## config.mk

```make
export PLATFORM = sky130hd
export DESIGN_NAME = bpfa_regs
export DESIGN_NICKNAME = d
export VERILOG_FILES = /design/src/rtl/core/bpfa_pkg.sv /design/src/rtl/core/bpfa_regs.sv
export SDC_FILE = /design/constraint.sdc
export NUM_CORES = 1
export LEC_CHECK = 0
export BUFFER_PORTS_ARGS = -buffer_cell sky130_fd_sc_hd__buf_2
export CELL_PAD_IN_SITES_DETAIL_PLACEMENT = 0
export CELL_PAD_IN_SITES_GLOBAL_PLACEMENT = 1
export CORE_ASPECT_RATIO = 1.2
export CORE_MARGIN = 3
export CORE_UTILIZATION = 24
export CTS_CLUSTER_SIZE = 40
export DETAILED_ROUTE_END_ITERATION = 10
export PLACE_DENSITY = 0.65
export SYNTH_ARGS = -nofsm -noshare
export SYNTH_HDL_FRONTEND = slang
export SYNTH_SLANG_ARGS = --single-unit
export TNS_END_PERCENT = 5
```

## constraint.sdc

```tcl
create_clock -name clk -period 2.55 [get_ports clk]
set_input_delay 0.51 -clock clk [delete_from_list [all_inputs] [get_ports clk]]
set_output_delay 0.51 -clock clk [all_outputs]
set_load 0.01 [all_outputs]
```

## src/rtl/core/bpfa_pkg.sv

```systemverilog
// bpfa_pkg: shared types, codes and defaults for the bitmap page frame allocator
// used by bpfa_regs, bpfa_ctrl, bpfa_dp and the top level; no dependencies
package bpfa_pkg;

    localparam int ADDR_W    = 48;
    localparam int CNT_W     = 13;
    localparam int CMD_W     = 2;
    localparam int STATUS_W  = 2;
    localparam int PADDR_W   = 5;
    localparam int PDATA_W   = 64;

    localparam int MAX_PAGES_DEF  = 4096;
    localparam int PAGE_SHIFT_DEF = 12;
    localparam int WORD_BITS_DEF  = 64;

    localparam logic [ADDR_W-1:0] RST_REGION_BASE    = '0;
    localparam logic [CNT_W-1:0]  RST_PAGE_COUNT     = CNT_W'(4096);
    localparam logic [CNT_W-1:0]  RST_RESERVED_PAGES = CNT_W'(1);

    typedef enum logic [CMD_W-1:0] {
        CMD_INIT  = 2'd0,
        CMD_ALLOC = 2'd1,
        CMD_FREE  = 2'd2
    } cmd_t;

    typedef enum logic [STATUS_W-1:0] {
        STS_DONE      = 2'd0,
        STS_NONE_FREE = 2'd1,
        STS_IGNORED   = 2'd2
    } status_t;

    typedef enum logic [1:0] {
        REG_REGION_BASE    = 2'd0,
        REG_PAGE_COUNT     = 2'd1,
        REG_RESERVED_PAGES = 2'd2
    } reg_idx_t;

    typedef enum logic [3:0] {
        ST_CLEAR,
        ST_IDLE,
        ST_INIT,
        ST_SCAN,
        ST_ALLOC_WR,
        ST_FREE_CALC,
        ST_FREE_RD,
        ST_FREE_WR,
        ST_RESP
    } state_t;

    // controller to datapath
    typedef struct packed {
        logic load;
        logic sweep;
        logic scan;
        logic alloc_wr;
        logic free_calc;
        logic free_rd;
        logic free_wr;
        logic res_done;
        logic res_none;
        logic res_ign;
        logic out_load;
    } ctrl_cmd_t;

    // datapath to controller
    typedef struct packed {
        logic sweep_last;
        logic hit;
        logic scan_end;
    } dp_status_t;

endpackage

```

## src/rtl/core/bpfa_regs.sv

```systemverilog
// bpfa_regs: apb-style configuration registers of the page frame allocator
// depends on bpfa_pkg
module bpfa_regs
    import bpfa_pkg::*;
(
    input  logic               clk,
    input  logic               rst_n,
    input  logic               psel,
    input  logic               penable,
    input  logic               pwrite,
    input  logic [PADDR_W-1:0] paddr,
    input  logic [PDATA_W-1:0] pwdata,
    output logic [PDATA_W-1:0] prdata,
    output logic               pready,
    output logic [ADDR_W-1:0]  region_base,
    output logic [CNT_W-1:0]   page_count,
    output logic [CNT_W-1:0]   reserved_pages
);

    logic [ADDR_W-1:0] region_base_reg;
    logic [CNT_W-1:0]  page_count_reg;
    logic [CNT_W-1:0]  reserved_pages_reg;
    logic              wr_en;
    reg_idx_t          idx;

    assign pready = 1'b1;
    assign wr_en  = psel && penable && pwrite;
    assign idx    = reg_idx_t'(paddr[4:3]);

    always_ff @(posedge clk or negedge rst_n)
    begin
        if (!rst_n)
        begin
            region_base_reg    <= RST_REGION_BASE;
            page_count_reg     <= RST_PAGE_COUNT;
            reserved_pages_reg <= RST_RESERVED_PAGES;
        end
        else if (wr_en)
        begin
            case (idx)
                REG_REGION_BASE:    region_base_reg    <= pwdata[ADDR_W-1:0];
                REG_PAGE_COUNT:     page_count_reg     <= pwdata[CNT_W-1:0];
                REG_RESERVED_PAGES: reserved_pages_reg <= pwdata[CNT_W-1:0];
                default:            ;
            endcase
        end
    end

    always_comb
    begin
        case (idx)
            REG_REGION_BASE:    prdata = PDATA_W'(region_base_reg);
            REG_PAGE_COUNT:     prdata = PDATA_W'(page_count_reg);
            REG_RESERVED_PAGES: prdata = PDATA_W'(reserved_pages_reg);
            default:            prdata = '0;
        endcase
    end

    assign region_base    = region_base_reg;
    assign page_count     = page_count_reg;
    assign reserved_pages = reserved_pages_reg;

endmodule

```

=== Word-level counts from Yosys, hierarchy flattened ===
Cells that the tools add are included.

* Logic and storage cells: 12
* Register bits: 74

* Reductions and logical operators: 6
* Muxes and demuxes: 1
* Eq/ne operators: 2

{| class="wikitable"
|+ Operators by type and width
! kind !! count
|-
| one-hot mux 48 bit (3 select lines) || 1
|-
| AND reduction 2 bit || 3
|-
| == test 2 x 1 -> 1 bit (second input constant) || 1
|-
| == test 2 bit (second input constant) || 1
|-
| logical AND 1 bit || 2
|-
| zero test 2 bit || 1
|}

=== Longest topological paths before layout ===
Gate-level depths: netlist of the first run.

* Word-level depth: 3
* Mapped depth: 5
* Mapped depth without buffers: 3

=== Least setup slack after synthesis of the first run ===
Ideal clock, no wire load.

* Kind: input port to output port
* Start point: input port paddr[3]
* End point: output port prdata[0]
* Path buffers: 2
* Stages on the path: 5
* Arrival: 1.374 ns
* Setup slack: 0.666 ns
* Cell sequence: buf_4 > nor2b_1 > clkbuf_1 > nand2_1 > o21ai_0

* Word-level cells in the longest chain between the ends: 2
* Elaborated cells between the ends (all ways): 4

{| class="wikitable"
|+ Ends and longest elaborated chain
! what !! line !! RTL
|-
| from (decl) || bpfa_regs.sv:11 || <nowiki>input logic [PADDR_W-1:0] paddr,</nowiki>
|-
| == test 2 bit (tied with other cells) || bpfa_regs.sv:51 || <nowiki>case (idx)</nowiki>
|-
| one-hot mux 48 bit (3 select lines) * || bpfa_regs.sv:51 ||
|-
| to (decl) || bpfa_regs.sv:13 || <nowiki>output logic [PDATA_W-1:0] prdata,</nowiki>
|}

Every way passes the cells marked *; elsewhere a longest branch is shown, timed or not.

=== Final worst setup path of the first run ===
* Start point: input port paddr[3]
* End point: output port prdata[2]

Same word-level chain as after synthesis.

==> results of run 1 <==
[path summary, 6_finish.rpt]
path	slack, ps	endpoint	start	depth (start not counted)
min reg2reg	520	region_base[13]	region_base[13]	1
min	330	reserved_pages[7]	rst_n	1
max	440	prdata[2]	paddr[3]	6
min in group clk	410	region_base[31]	pwdata[31]	2
max in group asynchronous	1620	region_base[21]	rst_n	1
max reg2reg	1740	region_base[36]	region_base[36]	1
[per-layer routing]
layer,GRT usage (%),up-vias,routed length (um)
li1,-,1211,-
met5,0,-,0
met4,3.986,0,111
met3,3.480,7,680
met1,13.93,1197,3891
met2,18.89,128,4428
[placed cells by master (no fill, tap or decap)]
| cell type | instances |
|---|---|
| buf_4 | 9 |
| dfstp_2 | 2 |
| clkinvlp_4 | 2 |
| nand3_2 | 1 |
| clkbuf_1 | 1 |
| nand2_1 | 13 |
| o21ai_0 | 13 |
| mux2_4 | 20 |
| mux2_2 | 54 |
| clkinv_2 | 1 |
| clkbuf_8 | 2 |
| buf_2 | 175 |
| bufinv_16 | 1 |
| and2_1 | 35 |
| dfrtp_1 | 72 |
| nor3b_4 | 2 |
| nor2b_1 | 1 |
| conb_1 | 17 |
| mux2i_1 | 13 |
| nor3_4 | 1 |
| clkbuf_16 | 9 |
| nor2_2 | 1 |
[stage by stage]
stage | cell area [sq um] | std cells | hold slack, ps | setup slack, ps | power (mW)
2_1_floorplan | 3618 | 277 | 214.4 | 665.5 | 2.255
3_3_place_gp | 4559 | 629 | 505.7 | 360.8 | 2.755
3_5_place_dp | 4559 | 629 | 505.4 | 346.9 | 2.775
4_1_cts | 4866 | 645 | 356.2 | 341.3 | 4.104
5_1_grt | 4866 | 645 | 385.3 | 321.6 | 4.272
6_report | 4866 | 645 | 332.8 | 439.1 | 4.010
[power by group]
part / switching [mW] / total [mW] / internal, mW / leakage, nW
logic: 0.501 / 1.07 / 0.567 / 1.46
clock network: 0.472 / 1.28 / 0.809 / 0.145
registers: 0.204 / 1.66 / 1.46 / 0.904
total: 1.18 / 4.01 / 2.83 / 2.51
[critical path, stage by stage]
cell and delay [ps]:
buf_2 220, nor2b_1 290, buf_4 250, nand2_1 60
o21ai_0 90, buf_2 170
[logic make-up after synthesis]
logic type | Yosys count
other | 2
and+or+nand+nor | 54
muxes | 87
DFF | 74
buffers and inverters | 32
AOI/OAI and AO/OA | 13
[cell type report]
class	instances	area, sq um	share of cell area (%)
Timing Repair Buffer	184	943.4	19.39
Sequential cell	74	1854	38.11
Clock inverter	4	50.05	1.029
Tap cell	200	250.2	5.143
Multi-Input combinational cell	171	1511	31.06
Clock buffer	12	256.5	5.271
==> impl_results.md, run 1 <==
- Status: finished, final reports clean
- Mux contribution to synthesized area: ~29%
- TritonRoute pass-1 iters: 3
- Asr flop ratio synth: 100.0%
- #FFs+latches synth: 74
- Pwr per Cell Area: ~820 nW/um^2
- Maximum vdd drop: 0.0002419 V
- GRT overflow: 0
- P_leak: roughly 2.5 nW
- Port Buffer Count: approximately 180
- Yosys warns: 0
- # rows: 48
- Post-layout util: between 30% and 40%
- CP endpoint kind: output port
- # diodes: 0
- Hold Buf Count CTS: 0
- Count leader, synth: dfrtp_1
- PostCTS Resize Cnt: 0
- Iter 0 DRT Violations: 53
- Final Hold Vio Count: 0
- Largest net degree at the start of global routing: between 70 and 80
- Period utilization: 82.78%
- RSZ-0062 raised after global routing: false
- CTS tree: yes
- Initial Util: between 20 and 25%
- Fillers: between 1000 and 1500
- Post-CTS Setup Bufs: 0
- Worst-path clk slew: ~60 ps
- Final wirelength: ~9100 um
- Total of max-cap violations: 0
- Yosys top cell area share: between 50% and 60%
- Die X: between 100 and 150 um
- Clk sinks: 74
- Fmax achieved: ~0.47 GHz
- Post-Synth Adder-Cell Area: 0%
- Register area share after synthesis: between 50% and 60%
- Slew @ Worst Pin: 936.0 ps
- Slew Limit Headroom: between 30% and 40%
- Synth Area per Inst: 13.60 sq um
- Synth top area cells: dfrtp_1 (51%), mux2_2 (17%), mux2_4 (8.4%)
- Die area: roughly 16000 sq um
- Area growth syn-to-layout: 36.60%
- CTS max path bufs: 2
- Worst min path class: in -> async
- Largest family of logic cells by synthesized area: multiplexers
- Cell variety after synth: 19
- Clock root buffer master: clkbuf_16
- Number of global-route vias before repair: between 2000 and 3000
- Final ANT Viol Nets: 0
- Clk_skew: 0 ps
- Xor/xnor share of the synthesized area: 0%
- Setup TNS: 0 ps
- Final #Nets: 514
- Clock latency reported for the late side of the worst-skew pair: 320 ps
- Post-Synth Simple-Gate Area: approximately a tenth
- Core area: ~14000 sq um
- Global Route Usage Sum: a little under an eighth
- Slew Viols, Final: 0
- Vias: around 2500
- Minimum clock period: between 2000 and 2500 ps
- Post-synth EDFFs: 0
- Setup violators final: 0
- Post-Syn Instances: between 200 and 300
- Startpoint Class: input port
- Post-synth top cells: dfrtp_1 (72), mux2_2 (54), and2_1 (35)
- Die H: between 100 and 150 um
- Largest register FFs: 48
- Compound-cell area share of the yosys netlist: 1.826%
- Cell area after synthesis: around 3600 sq um
- Share of cells above drive strength 1: a little over three fifths
- DR WL/cell: 14.13 um
- Final HPWL DP: 6727 um
- Arrival time worst endpoint: 1600 ps
- Initial antenna violation count: 0
- CTS Buf Count: 9
- Area leader, netlist: dfrtp_1
- First-pass GRT wire length: between 10000 and 15000 um
- DRC Markers: 0
- # IOs: between 200 and 250
- Main synth FF type: dfrtp_1
- Worst Path Required: 2040 ps
- Crit Path Category: in -> out
- GPL Wtd Cong: 0.7263
- DR vias/cell: 3.943
- Crit Path Max Fanout: 11
- H-tree Lvls: 3
Note: power is estimated with default switching activity, not from simulation.
==> inputs of run 2 (changes only) <==
clock period = 2.2 ns   (was 2.55 ns; I/O delays follow)
==> impl_results.md, run 2 (same netlist as run 1, synthesis figures left out) <==
- Largest stage delay on the critical path: 240 ps (-50 ps)
- Minimum clock period: roughly 1800 ps
- Clock latency reported for the late side of the worst-skew pair: 330 ps (about the same)
- # rows: 48 (unchanged)
- Post-Place Setup Slack: 341.8 ps (-5.068 ps)
- Leading cell types in the layout, fill and taps excluded: buf_2 (175), dfrtp_1 (72), mux2_2 (54)
- GRT overflow: 0 (unchanged)
- RSZ-0062 raised after global routing: false
- CTS tree: yes
- Post-CTS Setup Bufs: 0 (unchanged)
- CTS max path bufs: 2 (unchanged)
- Global Route Usage Sum: 11.64% (+0.21 points)
- CP endpoint kind: output port
- FF-to-FF setup slack: 1400 ps (-340 ps)
- Setup violators final: 0 (unchanged)
- Arrival time worst endpoint: 1390 ps (-210 ps)
- Status: finished, final reports clean
- Setup TNS: 0 ps (unchanged)
- Maximum vdd drop: 0.0003187 V (+32%)
- Clk sinks: 74 (unchanged)
- Final Hold Vio Count: 0 (unchanged)
- Slew Viols, Final: 0 (unchanged)
- Port Buffer Count: 176 (unchanged)
- Die X: 117.2 um (unchanged)
- Crit Path Max Fanout: 7 (-4)
- Die area: 16350 sq um (unchanged)
- Total of max-cap violations: 0 (unchanged)
- First-pass GRT wire length: 14280 um (+0.15%)
- DRC Markers: 0 (unchanged)
- GPL Wtd Cong: 0.7217 (-0.63%)
- Period utilization: 83.29%
- DR vias/cell: 4.008 (+1.7%)
- Fillers: 1483 (+3.3%)
- Largest net degree at the start of global routing: 41 (-45%)
- Total power: 4.508 mW (+12%)
- Setup WS post-layout: 367.6 ps (-71.47 ps)
- Tightest hold margin: 59.64 ps (-273.2 ps)
- Core area: 14470 sq um (unchanged)
- Number of global-route vias before repair: 2632 (+0.84%)
- Fmax achieved: around 0.55 GHz
- Top cell family by delay on the critical path: buffers and inverters
- Startpoint Class: input port
- Vias: 2593 (+2.0%)
- Crit Path Category: in -> out
- # diodes: 0 (unchanged)
- CTS Buf Count: 9 (unchanged)
- Area growth syn-to-layout: 36.78%
- Clk_skew: 0 ps (unchanged)
- P_leak: 2.512 nW (+0.14%)
- Share of cells above drive strength 1: 63.09% (+0.17 points)
- DR WL/cell: 14.44 um (+2.2%)
- Initial Util: 24.61% (unchanged)
- Leading cell type in the layout, fill and taps excluded: buf_2
- Worst-path clk slew: 60 ps (about the same)
- Cell Area, Placed: 4599 sq um (+0.88%)
- Final HPWL DP: 6974 um (+3.7%)
- Crit-path most repeated cell: buf_2
- TritonRoute pass-1 iters: 3 (unchanged)
- H-tree Lvls: 3 (unchanged)
- Clock root buffer master: clkbuf_16
- Final ANT Viol Nets: 0 (unchanged)
- Final wirelength: 9344 um (+2.5%)
- Pwr per Cell Area: 925.2 nW/um^2 (+12%)
- Slowest-stage cell, CP: buf_4
- Final #Nets: 516 (+0.39%)
- Worst Path Required: 1760 ps (-280 ps)
- Hold Buf Count CTS: 0 (unchanged)
- Initial antenna violation count: 0 (unchanged)
- Final instance area: 4872 sq um (+0.13%)
- CP cell instances: buf_2 -> buf_4 -> mux2i_1 -> o21ai_0 -> buf_2
- Die H: 139.5 um (unchanged)
- Crit path buffers/inverters: 3 (unchanged)
- PostCTS Resize Cnt: 0 (unchanged)
- Worst min path class: in -> async
- # IOs: 213 (unchanged)
- Largest register FFs: 48 (unchanged)
- Iter 0 DRT Violations: 34 (-36%)
[run 2: worst paths after layout]
path | startpoint | end | cells after the start
min | rst_n | region_base[7] | 1
max | paddr[4] | prdata[6] | 5
max in group asynchronous | rst_n | reserved_pages[0] | 2
min reg2reg | region_base[39] | region_base[39] | 1
max reg2reg | region_base[33] | region_base[33] | 1
min in group clk | pwdata[44] | region_base[44] | 2
[run 2: layout make-up]
cell class	instances	area [sq um]	share of cell area [%]
Clock buffer	11	242.7	4.982
Clock inverter	5	30.03	0.6163
Multi-Input combinational cell	171	1511	31.02
Sequential cell	74	1854	38.06
Tap cell	200	250.2	5.136
Timing Repair Buffer	186	983.4	20.18
[run 2: routing by layer]
metal  routed length [um]  up-vias  GRT usage (%)
li1                     -     1221              -
met1                 3886     1231          13.70
met2                 4605      130          19.49
met3                  657       11          2.697
met4                  195        0          5.797
met5                    0        -              0
[run 2: where the power goes]
| group | total [mW] | leakage [nW] | internal, mW | switching, mW |
|---|---|---|---|---|
| Sequential | 1.93 | 0.904 | 1.69 | 0.240 |
| Clock | 1.33 | 0.131 | 0.787 | 0.544 |
| Combinational | 1.25 | 1.48 | 0.662 | 0.586 |
[run 2: per-stage QoR]
stage | cells | util [%]
final | 647 | 33.66
after global routing | 647 | 33.66
after CTS | 647 | 33.66
after detailed placement | 631 | 31.78
after global placement | 631 | 31.78
after floorplan | 277 | -
