--- src/rtl/core/bpfa_pkg.sv ---
// bpfa_pkg: shared types, codes and defaults for the bitmap page frame allocator
// used by bpfa_regs, bpfa_ctrl, bpfa_dp and the top level; no dependencies
package bpfa_pkg;

    localparam int ADDR_W    = 48;
    localparam int CNT_W     = 13;
    localparam int CMD_W     = 2;
    localparam int STATUS_W  = 2;
    localparam int PADDR_W   = 5;
    localparam int PDATA_W   = 64;

    localparam int MAX_PAGES_DEF  = 4096;
    localparam int PAGE_SHIFT_DEF = 12;
    localparam int WORD_BITS_DEF  = 64;

    localparam logic [ADDR_W-1:0] RST_REGION_BASE    = '0;
    localparam logic [CNT_W-1:0]  RST_PAGE_COUNT     = CNT_W'(4096);
    localparam logic [CNT_W-1:0]  RST_RESERVED_PAGES = CNT_W'(1);

    typedef enum logic [CMD_W-1:0] {
        CMD_INIT  = 2'd0,
        CMD_ALLOC = 2'd1,
        CMD_FREE  = 2'd2
    } cmd_t;

    typedef enum logic [STATUS_W-1:0] {
        STS_DONE      = 2'd0,
        STS_NONE_FREE = 2'd1,
        STS_IGNORED   = 2'd2
    } status_t;

    typedef enum logic [1:0] {
        REG_REGION_BASE    = 2'd0,
        REG_PAGE_COUNT     = 2'd1,
        REG_RESERVED_PAGES = 2'd2
    } reg_idx_t;

    typedef enum logic [3:0] {
        ST_CLEAR,
        ST_IDLE,
        ST_INIT,
        ST_SCAN,
        ST_ALLOC_WR,
        ST_FREE_CALC,
        ST_FREE_RD,
        ST_FREE_WR,
        ST_RESP
    } state_t;

    // controller to datapath
    typedef struct packed {
        logic load;
        logic sweep;
        logic scan;
        logic alloc_wr;
        logic free_calc;
        logic free_rd;
        logic free_wr;
        logic res_done;
        logic res_none;
        logic res_ign;
        logic out_load;
    } ctrl_cmd_t;

    // datapath to controller
    typedef struct packed {
        logic sweep_last;
        logic hit;
        logic scan_end;
    } dp_status_t;

endpackage

--- src/rtl/core/bpfa_ctrl.sv ---
// bpfa_ctrl: command sequencer of the page frame allocator
// depends on bpfa_pkg; drives bpfa_dp through ctrl_cmd_t
module bpfa_ctrl
    import bpfa_pkg::*;
(
    input  logic             clk,
    input  logic             rst_n,
    input  logic             in_valid,
    input  logic [CMD_W-1:0] cmd,
    output logic             in_stall,
    output logic             out_valid,
    input  logic             out_stall,
    output ctrl_cmd_t        ctl,
    input  dp_status_t       sts
);

    state_t state_reg;
    state_t state_next;
    logic   out_valid_reg;
    logic   out_valid_next;
    logic   out_free;
    logic   cmd_known;

    assign out_free  = !out_valid_reg || !out_stall;
    assign cmd_known = (cmd == CMD_INIT) || (cmd == CMD_ALLOC) || (cmd == CMD_FREE);

    always_ff @(posedge clk or negedge rst_n)
    begin
        if (!rst_n)
        begin
            state_reg     <= ST_CLEAR;
            out_valid_reg <= 1'b0;
        end
        else
        begin
            state_reg     <= state_next;
            out_valid_reg <= out_valid_next;
        end
    end

    always_comb
    begin
        state_next = state_reg;
        case (state_reg)
            ST_CLEAR:
            begin
                if (sts.sweep_last)
                    state_next = ST_IDLE;
            end
            ST_IDLE:
            begin
                if (in_valid)
                begin
                    case (cmd_t'(cmd))
                        CMD_INIT:  state_next = ST_INIT;
                        CMD_ALLOC: state_next = ST_SCAN;
                        CMD_FREE:  state_next = ST_FREE_CALC;
                        default:   state_next = ST_RESP;
                    endcase
                end
            end
            ST_INIT:
            begin
                if (sts.sweep_last)
                    state_next = ST_RESP;
            end
            ST_SCAN:
            begin
                if (sts.hit)
                    state_next = ST_ALLOC_WR;
                else if (sts.scan_end)
                    state_next = ST_RESP;
            end
            ST_ALLOC_WR:  state_next = ST_RESP;
            ST_FREE_CALC: state_next = ST_FREE_RD;
            ST_FREE_RD:   state_next = ST_FREE_WR;
            ST_FREE_WR:   state_next = ST_RESP;
            ST_RESP:
            begin
                if (out_free)
                    state_next = ST_IDLE;
            end
            default:      state_next = ST_IDLE;
        endcase
    end

    always_comb
    begin
        ctl      = '0;
        in_stall = 1'b1;
        case (state_reg)
            ST_CLEAR:     ctl.sweep = 1'b1;
            ST_IDLE:
            begin
                in_stall    = 1'b0;
                ctl.load    = in_valid;
                ctl.res_ign = in_valid && !cmd_known;
            end
            ST_INIT:
            begin
                ctl.sweep    = 1'b1;
                ctl.res_done = sts.sweep_last;
            end
            ST_SCAN:
            begin
                ctl.scan     = 1'b1;
                ctl.res_none = sts.scan_end;
            end
            ST_ALLOC_WR:  ctl.alloc_wr  = 1'b1;
            ST_FREE_CALC: ctl.free_calc = 1'b1;
            ST_FREE_RD:   ctl.free_rd   = 1'b1;
            ST_FREE_WR:   ctl.free_wr   = 1'b1;
            ST_RESP:      ctl.out_load  = out_free;
            default:      ;
        endcase
    end

    assign out_valid_next = ctl.out_load || (out_valid_reg && out_stall);
    assign out_valid      = out_valid_reg;

    // a pending result is never overwritten
    a_no_overwrite: assert property (@(posedge clk) disable iff (!rst_n)
        ctl.out_load |-> (!out_valid_reg || !out_stall))
        else $error("result register loaded while a result waits");

    // a page is only written after the scan found a free bit
    a_alloc_after_hit: assert property (@(posedge clk) disable iff (!rst_n)
        (state_reg == ST_ALLOC_WR) |-> ($past(state_reg) == ST_SCAN && $past(sts.hit)))
        else $error("allocation write without a scan hit");

    // a loaded result is offered in the following cycle
    a_load_shows: assert property (@(posedge clk) disable iff (!rst_n)
        ctl.out_load |=> out_valid_reg)
        else $error("loaded result not offered");

endmodule

--- config.mk ---
export PLATFORM = sky130hd
export DESIGN_NAME = bpfa_ctrl
export DESIGN_NICKNAME = d
export VERILOG_FILES = /design/src/rtl/core/bpfa_pkg.sv /design/src/rtl/core/bpfa_ctrl.sv
export SDC_FILE = /design/constraint.sdc
export NUM_CORES = 1
export LEC_CHECK = 0
export ABC_AREA = 1
export BUFFER_PORTS_ARGS = -buffer_cell sky130_fd_sc_hd__buf_2
export CAP_MARGIN = 20
export CORE_ASPECT_RATIO = 1.1
export CORE_MARGIN = 3
export CORE_UTILIZATION = 25
export CTS_CLUSTER_SIZE = 24
export DETAILED_ROUTE_END_ITERATION = 8
export SYNTH_ARGS = -nofsm -noshare
export SYNTH_HDL_FRONTEND = slang
export SYNTH_SLANG_ARGS = --single-unit
--- constraint.sdc ---
create_clock -name clk -period 1.2 [get_ports clk]
set_input_delay 0.24 -clock clk [delete_from_list [all_inputs] [get_ports clk]]
set_output_delay 0.24 -clock clk [all_outputs]
set_load 0.05 [all_outputs]
# == Word-level counts from Yosys, hierarchy flattened ==
# Cells that the tools add are included.
# W data, S select, Z words.
# word_totals
elab_cells,51
regBits,5
out_inout_bits,13
# op_classes
reduce_logical,14
eq_ne,15
muxes,20
# op_table
op,count
$pmux W4 S8,1
$mux W4,6
$eq A4 B3 Y1 const B,4
$mux W1,12
$pmux W4 S3,1
$eq A4 B2 Y1 const B,2
$ne A2 B2 Y1 const B,4
$reduce_and A5 Y1,1
$eq A4 B1 Y1 const B,1
$eq A4 B4 Y1 const B,1
$logic_not A4 Y1,1
$logic_or A1 B1 Y1,4
$reduce_or A2 Y1,2
$logic_not A1 Y1,3
$ne A3 B3 Y1 const B,1
$eq A2 B1 Y1 const B,1
$eq A2 B2 Y1 const B,1
$logic_and A1 B1 Y1,2
$logic_not A2 Y1,1

# == Depth between registers and ports, before layout ==
# Gate-level depths: netlist (run 1).
# depth
word_depth,6
depth_mapped,8
ltp_nobuf,8

# == Worst setup path after synthesis (run 1) ==
# Ideal clock, no wire load.
# synth_path
kind,flip-flop to output port
startpoint,register state_reg[0]
endpoint,output port ctl[3] (netlist bit)
path_buffers,0
t_required_ns,0.960
t_arrival_ns,1.660
setup_slack_ns,-0.700
path_stages_with_launch,4
cell_sequence,dfrtp_1 inv_1 nand2_1 nor3_1
# synth_lines
element,line,source
start: declaration,bpfa_ctrl.sv:17,state_t state_reg;
start signal: assignment,bpfa_ctrl.sv:36,state_reg <= state_next;
end: declaration,bpfa_ctrl.sv:13,"output ctrl_cmd_t ctl,"

==> results.cfg, run 1 <==
[detailed_routing]
drc = 0
antenna_left = 0
wl_per_cell_um = 9.13
viasPerCell = 4.15
routed_wl_um = 1490
drt_iter0_markers = 10
dr_total_vias = 677
first_pass_iters = 4

[floorplan]
io_pins = 22
die_area_mm2 = 0.00266
start_util_pct = 27.9
rows = 16
core_mm2 = 0.00186
die_w_um = 49.5
die_h_um = 53.8

[cells_and_area]
fillers = 168
seqCellArea_um2 = 130
final_cell_mix = nand2_1 (20), buf_4 (19), inv_1 (12)
drive_gt1_share_pct = 58.1
largest_reg_flops = 4
final_util_pct = 57.5
areaGrowthSynthToFinish_pct = 106
final_area_mm2 = 0.00107
final_common_cell = nand2_1
insertedDiodeCount = 0
final_nets = 150
multiInputGateArea_um2 = 425

[placement]
gp_congestion = 0.828
port_buffers = 21
hpwl_um = 1210
placement.cell_area_um2 = 823
dpl_worst_slack_ps = -182

[logic_synthesis]
seq_area_frac_synth_pct = 24.1
synth_cells = 88
synth_seq_cells = 5
yosys_warnings = 0
netlist_area_um2 = 519
synth_top_area_share_pct = 24.1
post_synth_num_cell_types = 15
synthesis.nets = 101
synth_top_cell_by_area = dfrtp_1
synth_area_per_cell_um2 = 5.90
synth_area_leaders = dfrtp_1 (24%), nand2_1 (17%), nor2_1 (13%), inv_1 (12%), ha_1 (9.6%)

[pwr]
vdd_drop_max_mv = 1.30
power.density_mw_per_mm2 = 2350
p_leak_nw = 0.590

[sta]
setup_violations = 16
layout_min_cycle_time_ps = 1520
fin_ws_ps = -321
worst_pin_slew_ps = 254
rsz0062_at_grt = true
post-route-period-util_pct = 127
fin_tns_setup_ps = -3740
fmax_ghz = 0.658
drv_slew = 0
fin_skew_ps = 0.123
hold_violations = 0
slew_headroom_pct = 83.2

[clock_network]
cts_tree = built
root_buffer = clkbuf_4
cts.clk_slew.worst_paths_ps = 40
clk_path_buf_depth = 2
cts_made_buffers = 3
cts.sink_count = 5
clkLatencyLatePin_ps = 230
h-tree-depth = 1

[critical_path]
required_ps = 960
crit_fanout = 4
setup.worst_path.end_class = primary output
crit_type = reg2out
cp-start-kind = flip-flop
arrival_ps = 1280

[global_route]
overflow = 0
track_usage_pct = 12.3
grt_max_degree = 6
grt_pass1_vias = 640
antenna_found_initial = 0
grt_pass1_wl_um = 2560

[run_status]
outcome = finished with violations
violations = setup timing

[min_path]
holdCritPathClass = in2reg

[flow_run]
maxCapViolations = 0
## final timing paths
check	start	endpoint	slack, ps	cells past startpoint
max	state_reg[2]	ctl[10]	-320	6
min	out_stall	out_valid	240	3
max reg2reg	state_reg[3]	state_reg[2]	-170	9
min reg2reg	out_valid	out_valid	500	2
max in group asynchronous	rst_n	state_reg[1]	700	2
min in group asynchronous	rst_n	out_valid	360	2
## stage by stage
| step | hold WS [ps] | total power [mW] | cells |
|---|---|---|---|
| after floorplan | -55.6 | 1.42 | 88 |
| after global placement | 56.2 | 1.85 | 148 |
| after detailed placement | 57.7 | 1.86 | 148 |
| after CTS | 237 | 2.40 | 159 |
| after global routing | 259 | 2.71 | 163 |
| final | 236 | 2.51 | 163 |
## power breakdown
| group | switching, mW | total (mW) | internal, mW |
|---|---|---|---|
| registers | 0.0889 | 0.331 | 0.242 |
| logic | 1.17 | 2.00 | 0.828 |
| clock network | 0.0576 | 0.183 | 0.125 |
| total | 1.32 | 2.51 | 1.20 |
## timing repair
action	CTS	global route
hold endpoints to repair	5	0
gates resized for setup	35	10
pin swaps	10	4
setup endpoints to repair	16	16
buffers inserted	6	4
hold buffers	1	0
## per-layer routing
metal / GRT usage (%) / part of all wire [%] / routed length [um]
met1: 12.9 / 40 / 590
met2: 24.3 / 53 / 795
met3: 1.94 / 5.3 / 79
met5: 0 / 0 / 0
met4: 5.99 / 1.5 / 23
## worst max-delay path, stage by stage (launching register included)
cell and delay, ps:
dfrtp_2 440, inv_4 90, nand2_4 60, nor2_4 150
inv_6 60, nor2_4 90, buf_8 150
## synth_stat cells
library cell,instances
nand2_1,24
nand2_2,3
and3_1,1
o21ai_0,1
nand3_1,6
nor2_4,2
dfrtp_1,5
inv_2,2
nor2_1,18
a21oi_1,1
nor3_1,1
inv_1,16
nand3b_1,1
nor2_2,3
ha_1,4
## area by class of cell
type,count,share of cell area [%]
sequential,5,12.2
multi-input combinational,65,39.8
clock buffer,4,2.46
timing repair buffer,44,35.1
inverter,18,7.37
tap,27,3.16
## kinds of logic (layout without fill, tap and decap cells)
group	Yosys count	in the layout	synth area share, %
AO/OA/AOI/OAI	2	2	1.93
adder cells (fa/ha/maj)	4	4	9.64
flip-flops	5	5	24.1
AND/OR/NAND/NOR	59	59	51.3
buffers and inverters	18	66	13.0
Power figures use the tool's default switching activity.
==> inputs of run 2 (changes only) <==
- CORE_ASPECT_RATIO: 1.1 -> unset
==> results.cfg, run 2 (synthesis gave the netlist of run 1 again) <==
[pwr]
p_leak_nw = 0.598
power.density_mw_per_mm2 = 2430
p_total_mw = 2.71
vdd_drop_max_mv = 1.15

[detailed_routing]
drt_iter0_markers = 8
viasPerCell = 4.45
first_pass_iters = 4
antenna_left = 0
routed_wl_um = 1780
wl_per_cell_um = 11.2
dr_total_vias = 708
drc = 0

[critical_path]
crit_fanout = 4
cp-startpoint = state_reg[2]
setup.worst_path.end_class = primary output
slowest_delay_ps = 430
crit_type = reg2out
path_common_cell = nor2_4
crit_family = flip-flops
r2r_end = state_reg[1]
critPathBufInv = 3
required_ps = 960
arrival_ps = 1290
cp-start-kind = flip-flop
r2r_cells = 9
cp_cell_sequence = inv_2, nand2_4, nor2_4, inv_6, nor2_4, buf_8
r2r-start = state_reg[2]
slowest_stage = dfrtp_1
worst-r2r-setup-slack_ps = -160

[sta]
fin_ws_ps = -331
whs_ps = 228
setup_violations = 16
hold_violations = 0
fin_skew_ps = 2.95
fmax_ghz = 0.653
layout_min_cycle_time_ps = 1530
rsz0062_at_grt = true
slew_headroom_pct = 82.5
worst_pin_slew_ps = 262
drv_slew = 0
post-route-period-util_pct = 128

[global_route]
grt_pass1_wl_um = 3150
antenna_found_initial = 0
overflow = 0
track_usage_pct = 15.9
grt_max_degree = 6
grt_pass1_vias = 756

[clock_network]
clk_path_buf_depth = 2
cts.clk_slew.worst_paths_ps = 40
h-tree-depth = 1
cts_tree = built
root_buffer = clkbuf_4
clkLatencyLatePin_ps = 240
cts_made_buffers = 3
cts.sink_count = 5

[flow_run]
maxCapViolations = 0

[placement]
placed_cells = 149
dpl_worst_slack_ps = -158
hpwl_um = 1350
gp_congestion = 0.822
placement.cell_area_um2 = 843
port_buffers = 21

[cells_and_area]
final_cell_mix = nand2_1 (20), buf_4 (14), buf_6 (13), nor2_4 (11), inv_1 (11)
final_nets = 148
final_common_cell = nand2_1
final_cells = 159
drive_gt1_share_pct = 59.0
areaGrowthSynthToFinish_pct = 115
largest_reg_flops = 4
insertedDiodeCount = 0
final_area_mm2 = 0.00112

[min_path]
holdPathStages = 3
hold_start = out_stall
holdCritPathClass = in2reg
whs_endpoint = out_valid

[run_status]
violations = setup timing
outcome = finished with violations

[floorplan]
core_mm2 = 0.00184
die_h_um = 51.6
die_area_mm2 = 0.00266
rows = 15
io_pins = 22
start_util_pct = 28.2
die_w_um = 51.6
-- run 2: worst register-to-register path, delay by kind of cell (launching register included) --
| family | cells | cell delay (ps) |
|---|---|---|
| flops | 1 | 430 |
| buf+inv | 3 | 380 |
| simple gates | 6 | 430 |
-- run 2: report_power, final --
part	leakage [nW]	switching, mW	internal [mW]	total (mW)
sequential	0.0617	0.0921	0.239	0.331
combinational	0.522	1.28	0.908	2.18
clock	0.0150	0.0704	0.126	0.196
total	0.598	1.44	1.27	2.71
-- run 2: how the worst max path moves through the flow --
stage	endpoint	slack (ps)	depth (start not counted)
2_1_floorplan	ctl[10]	-170	5
3_3_place_gp	ctl[0]	-160	4
3_5_place_dp	ctl[10]	-160	6
4_1_cts	ctl[3]	-320	5
5_1_grt	ctl[10]	-410	6
6_report	ctl[1]	-330	6
-- run 2: timing repair --
item | 4_1_cts | 5_1_grt
setup endpoints to repair | 16 | 16
hold buffers | 1 | 0
buffers inserted | 4 | 1
pin swaps | 8 | 3
hold endpoints to repair | 5 | 0
resized for setup | 53 | 5
-- run 2: routing by layer --
layer  vias to the layer above  track usage, %  routed length [um]  share of wire (%)
li1                        352               -                   -                  -
met3                         2            4.87                  71                4.0
met5                         -               0                   0                  0
met1                       335            17.7                 672                 38
met4                         0            3.93                  19                1.1
met2                        19            29.2                1010                 57
-- run 2: stage by stage --
stage                     setup TNS, ps  util (%)
final                             -4000      60.7
after global routing              -5310      60.7
after CTS                         -3870      59.2
after detailed placement          -1650      45.9
after floorplan                    -672         -
after global placement            -1380      45.9
-- run 2: layout make-up --
cell class	count	area, um^2
clock buffers	4	26.3
fillers	178	722
inverters	18	76.3
multi-input cells	65	473
flip-flops and latches	5	129
well taps	25	31.3
repair buffers	42	382
==> inputs of run 3 (changes only) <==
- PLACE_DENSITY_LB_ADDON: unset -> 0.12
- SLEW_MARGIN: unset -> 30
==> results.cfg, run 3 (synthesis gave the netlist of run 1 again) <==
[run_status]
outcome = finished with violations
violations = setup timing

[cells_and_area]
fillers = 183
final_cells = 156
multiInputGateArea_um2 = 455
areaGrowthSynthToFinish_pct = 106
drive_gt1_share_pct = 60.3
seqCellArea_um2 = 129
final_nets = 145
final_common_cell = nand2_1
largest_reg_flops = 4
final_util_pct = 58.2
final_cell_mix = nand2_1 (17), nor2_4 (13), buf_4 (13), inv_1 (10), buf_2 (10)
insertedDiodeCount = 0

[clock_network]
cts.sink_count = 5
cts.clk_slew.worst_paths_ps = 40
h-tree-depth = 1
cts_made_buffers = 3
cts_tree = built
root_buffer = clkbuf_4
clkLatencyLatePin_ps = 240
clk_path_buf_depth = 2

[global_route]
grt_max_degree = 6
grt_pass1_wl_um = 2510
track_usage_pct = 12.6
overflow = 0
antenna_found_initial = 0
grt_pass1_vias = 630

[critical_path]
required_ps = 960
crit_type = reg2out
slowest_stage = dfrtp_1
cp_cell_sequence = inv_2, nand2_4, nor2_4, inv_6, nor2_4, buf_8
crit_fanout = 4
path_common_cell = nor2_4
slowest_delay_ps = 410
cp-start-kind = flip-flop
arrival_ps = 1270
setup.worst_path.end_class = primary output

[placement]
gp_congestion = 0.848
port_buffers = 21
placed_cells = 145
dpl_worst_slack_ps = -195
hpwl_um = 1210

[floorplan]
die_w_um = 51.6
start_util_pct = 28.2
rows = 15
die_area_mm2 = 0.00266
core_mm2 = 0.00184
die_h_um = 51.6
io_pins = 22

[sta]
hold_violations = 0
layout_min_cycle_time_ps = 1510
fin_tns_setup_ps = -3620
drv_slew = 0
fin_ws_ps = -307
setup_violations = 16
post-route-period-util_pct = 126
fin_skew_ps = 0.514
rsz0062_at_grt = true
worst_pin_slew_ps = 249
slew_headroom_pct = 83.5
fmax_ghz = 0.664

[detailed_routing]
drc = 0
routed_wl_um = 1530
drt_iter0_markers = 3
antenna_left = 0
wl_per_cell_um = 9.79
dr_total_vias = 643
viasPerCell = 4.12
first_pass_iters = 4

[pwr]
power.density_mw_per_mm2 = 2380
p_total_mw = 2.55
p_leak_nw = 0.579
vdd_drop_max_mv = 1.03

[flow_run]
maxCapViolations = 0

[min_path]
holdCritPathClass = in2reg
run 3: routing by layer:
metal / wire [um] / global-route usage, % / up-vias
li1: - / - / 345
met1: 660 / 14.3 / 284
met2: 797 / 23.7 / 14
met3: 70 / 3.72 / 0
met4: 0 / 1.31 / 0
met5: 0 / 0 / -
run 3: repair_timing:
action	CTS	global route
buffers inserted	1	5
pin swaps	4	3
gates cloned	0	0
endpoints found under the setup margin	16	16
endpoints found under the hold margin	5	0
resized for setup	40	17
hold buffers	1	0
run 3: stage by stage:
step,area (um^2),hold slack (ps)
2_1_floorplan,594,-55.6
3_3_place_gp,813,56.2
3_5_place_dp,813,57.1
4_1_cts,978,228
5_1_grt,1070,248
6_report,1070,222
run 3: path summary, 6_finish.rpt:
check                      slack (ps)  cells past startpoint           end          from
min reg2reg                       500                      2     out_valid     out_valid
max                              -310                      6        ctl[1]  state_reg[2]
max in group asynchronous         730                      2     out_valid         rst_n
max reg2reg                      -120                      8  state_reg[2]  state_reg[2]
min in group asynchronous         340                      2  state_reg[2]         rst_n
min                               220                      3     out_valid     out_stall
run 3: worst max-delay path: cells and delay by family, from the launching register on:
kind / cells / cell delay [ps]
DFF: 1 / 410
buffers and inverters: 3 / 310
and+or+nand+nor: 3 / 300
run 3: final cells by class:
type	count	share of cell area [%]
clock buffers	4	2.45
inverters	18	7.13
multi-input cells	65	42.5
flip-flops and latches	5	12.0
well taps	25	2.92
repair buffers	39	32.9
run 3: power by group:
part / switching, mW / internal (mW)
clock network: 0.0700 / 0.126
logic: 1.21 / 0.815
registers: 0.0905 / 0.239
total: 1.37 / 1.18
